File: src/rtl/core/page_buffer_pool_lru_defines.svh
// Assertion macros shared by the buffer pool RTL
`ifndef PAGE_BUFFER_POOL_LRU_DEFINES_SVH
`define PAGE_BUFFER_POOL_LRU_DEFINES_SVH

// Implication checked on every clock edge outside reset
`define PBP_ASSERT_IMPL(label, clk, rst_n, cond, expect_expr, msg) \
    label: assert property (@(posedge clk) disable iff (!rst_n) (cond) |-> (expect_expr)) \
        else $error(msg);

// Next-cycle implication outside reset
`define PBP_ASSERT_NEXT(label, clk, rst_n, cond, expect_expr, msg) \
    label: assert property (@(posedge clk) disable iff (!rst_n) (cond) |=> (expect_expr)) \
        else $error(msg);

`endif

File: src/rtl/core/pbp_ram.sv
module pbp_ram #(
    parameter int WIDTH = 32,
    parameter int DEPTH = 64
) (
    input  logic                     clk,
    input  logic                     we,
    input  logic [$clog2(DEPTH)-1:0] waddr,
    input  logic [WIDTH-1:0]         wdata,
    input  logic [$clog2(DEPTH)-1:0] raddr,
    output logic [WIDTH-1:0]         rdata
);

    logic [WIDTH-1:0] mem [DEPTH];

    // one write port, registered read
    always_ff @(posedge clk)
    begin
        if (we)
        begin
            mem[waddr] <= wdata;
        end
        rdata <= mem[raddr];
    end

endmodule

File: config.mk
export PLATFORM = sky130hd
export DESIGN_NAME = pbp_ram
export DESIGN_NICKNAME = d
export VERILOG_FILES = /design/src/rtl/core/page_buffer_pool_lru_defines.svh /design/src/rtl/core/pbp_ram.sv
export SDC_FILE = /design/constraint.sdc
export NUM_CORES = 2
export LEC_CHECK = 0
export ABC_AREA = 1
export BUFFER_PORTS_ARGS = -buffer_cell sky130_fd_sc_hd__buf_4
export CELL_PAD_IN_SITES_DETAIL_PLACEMENT = 1
export CELL_PAD_IN_SITES_GLOBAL_PLACEMENT = 1
export CORE_MARGIN = 3
export CORE_UTILIZATION = 35
export CTS_CLUSTER_SIZE = 14
export DETAILED_ROUTE_END_ITERATION = 8
export GPL_ROUTABILITY_DRIVEN = 0
export GPL_TIMING_DRIVEN = 1
export PLACE_DENSITY_LB_ADDON = 0.2
export SYNTH_ARGS = -nofsm -noshare
export SYNTH_HDL_FRONTEND = slang
export SYNTH_SLANG_ARGS = --single-unit
File: constraint.sdc
create_clock -name clk -period 5.05 [get_ports clk]
set_clock_uncertainty 0.15 [all_clocks]
set_input_delay 0.2525 -clock clk [delete_from_list [all_inputs] [get_ports clk]]
set_output_delay 0.2525 -clock clk [all_outputs]
set_load 0.03 [all_outputs]
# ---- Word-level counts from Yosys, hierarchy flattened
# Memory sizes are Yosys's and may differ from the RTL's. A register that Yosys moved wholly into a read port is not among the register bits.
# Index checks and enable logic that the tools add are counted.
dict set report word_totals {
  regBits 0
  ram_bits 2048
  inputBits 46
  out_inout_bits 32
  elab_cells 3
  mem_count 1
}
# name words width rd rd_ports_with_merged_regs wr line
set mem_list {}
lappend mem_list {mem 64 32 1 1 1 pbp_ram.sv:13} ;# logic [WIDTH-1:0] mem [DEPTH];
dict set report classes {
  n_mux 2
}
# cell count
set op_table {}
lappend op_table {{2-to-1 mux 1 bit} 2}

# ---- Depth between registers and ports, before layout
dict set report depth {
  depth_word 2
  ltp_mapped 13
  depth_no_buf 9
}

# ---- Worst setup path before layout
# OpenSTA, ideal clock, no wires.
dict set report synth_timing {
  path_kind {input-to-reg}
  start {in we}
  end {mem mem[48][0], enable pin}
  setup_ns 0.502
  arrival_ns 3.880
  required_time_ns 4.398
  slack_ns 0.518
  cell_stages 3
  path_buffers 1
  path_cell_list {clkbuf_1 -> nand4_1 -> nor4_1}
}
dict set report synth_via {
  elab_chain_len 2
}
# item line
set synth_rtl {}
lappend synth_rtl {{start: declaration} pbp_ram.sv:6} ;# input logic we,
lappend synth_rtl {{2-to-1 mux 1 bit} pbp_ram.sv:18} ;# if (we)
lappend synth_rtl {{2-to-1 mux 1 bit (implied by the code)} pbp_ram.sv:20} ;# mem[waddr] <= wdata;
lappend synth_rtl {{end: declaration} pbp_ram.sv:13}
# Every way passes these cells.

==> impl_metrics.csv <==
group,metric,value,unit
outcome,status,"finished clean",
global_routing,grt_max_degree,209,
route,vias,54640,
sta,finalSetupViolations,0,
power,intPower,29.31,mW
global_routing,grt_pass1_vias,54460,
floorplan,fp.coreArea,233900,um2
critical_path,startpoint_type,"input pin",
power,p_sw,9.124,mW
global_routing,grt_pass1_wl,409100,um
critical_path,cp-end-kind,"register",
floorplan,ios,78,
logic_synthesis,ys.flop_type,"edfxtp_1",
sta,slew_headroom,10.43,%
route,dr.pass1.iters,5,
cells_and_area,drive_above_1_share,8.735,%
power,seqPwrFrac,50.0,%
sta,fmax,291.5,MHz
logic_synthesis,ys_warn_count,0,
power,irDropWorstVdd,0.0002784,V
logic_synthesis,avgSynthCellArea,12.22,um2
clock_tree,cts_tree,"done",
power,p_clk_share,43.3,%
min_path,worstHoldStart,"wdata[9]",
critical_path,path_max_fanout,44,
critical_path,slowest_stage,"clkinv_2",
clock_tree,cts.clk_slew.worst_paths,0.06,ns
sta,worst_pin_slew,1.344,ns
clock_tree,htree_num_levels,4,
critical_path,cp.buffers_inverters,4,
clock_tree,cts-root-buf,"clkbuf_16",
critical_path,crit_arrival,4.02,ns
critical_path,required,5.64,ns
critical_path,cp_common_cell,"nand2_1",
critical_path,reg2reg_depth,9,
sta,final-hold-violation-count,0,
cells_and_area,final_nets,6845,
floorplan,die_h,492.2,um
place,dp_hpwl,163600,um
floorplan,die_w,492.2,um
cells_and_area,areaGrowthSynthToFinish,14.59,%
clock_tree,cts_resized,0,
power,leakage,32.90,nW
power,powerDensity,405.3,nW/um2
clock_tree,clock_latency,0.86,ns
floorplan,initial_core_util,35.38,%
floorplan,dieArea,242300,um2
global_routing,antenna_found_initial,19,
critical_path,r2r_setup_slack,2.84,ns
power,p_total,38.43,mW
logic_synthesis,yosysSeqAreaShare,75.10,%
critical_path,crit_type,"input pin to register",
route,wire_per_inst,28.20,um
sta,fin_crit,3.431,ns
flow_run,maxCapViolations,0,
critical_path,crit_path_start,"raddr[4]",
sta,post-route-period-util,67.93,%
critical_path,path_cells,"dlygate4sd3_1, buf_4, clkinv_2, buf_4, nand3_1, nand2_1, nand2_1, nand2_1",
sta,rsz0062_at_grt,"false",
place,port_buffers,77,
logic_synthesis,ys_ff_latch,2080,
logic_synthesis,async_flop_share,0,%
critical_path,critical-path-max-stage-delay,0.94,ns
logic_synthesis,synth_nets,6815,
power,netSwitchingFraction,23.74,%
logic_synthesis,synthDistinctLibCells,16,
route,drt-total-wl,285700,um
logic_synthesis,synth_area,82740,um2
logic_synthesis,synthCells,6769,
route,drc,0,
floorplan,rows,177,
clock_tree,cts_buffers,223,
clock_tree,cts.sink_count,2080,
logic_synthesis,synth_edf_count,2048,
critical_path,worst-path-stages,8,
route,ant_nets,0,
power,p_comb_share,6.7,%
clock_tree,cts_setup_buffers,0,
clock_tree,max-clock-path-buffers,3,
critical_path,crit_family,"buffers and inverters",
global_routing,grt_usage,23.08,%
route,drtIter0Drc,4894,
route,vias_per_cell,5.393,
global_routing,overflow,0,
min_path,hold_path_depth,2,
sta,tns,0,ns
critical_path,timing.rr.start,"mem[53][17]$_DFFE_PP_",
sta,drv_slew,0,
min_path,min_path_type,"input pin to register",
[cell usage in the layout (no fill, tap or decap), drive strengths merged]
cell         synthesis  final
nor2                56     56
clkbuf              77    283
buf                372    211
dfxtp               32     32
nor4                 8      8
clkinv               0    111
dlygate4sd3          0     43
nand3             1907   1907
edfxtp            2048   2048
nand4                9      9
inv                 12     13
bufinv               0     22
nand2             2248   2248
diode                0      5
clkinvlp             0      4
[power groups by stage]
stage,Clock (mW),Combinational (mW),Sequential (mW)
floorplan,0,1.17,19.6
global placement,0,2.56,19.6
detailed placement,0,2.58,19.6
CTS,16.9,2.61,19.2
global route,17.6,2.75,19.2
finish,16.6,2.57,19.2
[worst paths after layout]
kind                                        endpoint
worst max-delay path               rdata[31]$_DFF_P_
worst min-delay path            mem[15][9]$_DFFE_PP_
worst max register to register     rdata[17]$_DFF_P_
worst min register to register     rdata[26]$_DFF_P_
[routing by layer]
metal | GRT usage, % | part of all wire [%]
met5 | 0 | 0.0094
met4 | 7.505 | 3.4
met3 | 2.922 | 4.5
met2 | 39.11 | 49
met1 | 30.79 | 43
[logic make-up (layout without fill, tap and decap cells)]
kind of cell / after synthesis / after routing / synth area share (%)
and+or+nand+nor: 4228 / 4228 / 22.12
buffers and inverters: 461 / 687 / 2.779
other: 0 / 5 / 0
DFF: 2080 / 2080 / 75.10
[Yosys cell counts, types with 8 or more instances]
library cell,n,area (um2)
nand3_1,1907,9544
nor4_1,8,50.05
nand4_1,9,56.30
buf_1,40,150.1
buf_2,282,1411
nand2_1,2248,8438
nor2_1,56,210.2
clkbuf_1,77,289.0
dfxtp_1,32,640.6
inv_1,9,33.78
buf_4,45,337.8
edfxtp_1,2048,61500
[layout make-up]
class | instances | area, um2
clock buffers | 283 | 6096
inverters | 12 | 82.58
diodes | 5 | 12.51
flip-flops and latches | 2080 | 62140
fillers | 24580 | 139100
well taps | 3132 | 3919
clock inverters | 138 | 1299
multi-input cells | 4228 | 18780
repair buffers | 254 | 2486
[per-stage QoR]
step                utilization (%)  worst slack (ns)  area, um2  std cells  hold WS [ns]
floorplan                         -            0.5175      82740       6769        0.2014
finish                        40.54             1.619      94810      10130       0.04678
global route                  40.54             1.705      94800      10130       0.01045
detailed placement            37.17             1.390      86930       9661        0.3062
CTS                           40.52             1.774      94750      10130      0.002032
global placement              37.17             1.374      86930       9661        0.3054
[sequential cells by signal, indices dropped and copies added, names as in the netlist]
name	count
mem	2048
rdata	32
[what timing repair did]
| item | in CTS | in global routing |
|---|---|---|
| hold endpoints to repair | 1530 | 0 |
| hold buffers | 43 | 0 |
| endpoints found under the setup margin | 0 | 0 |
No activity file was read; power rests on OpenSTA's default activity.
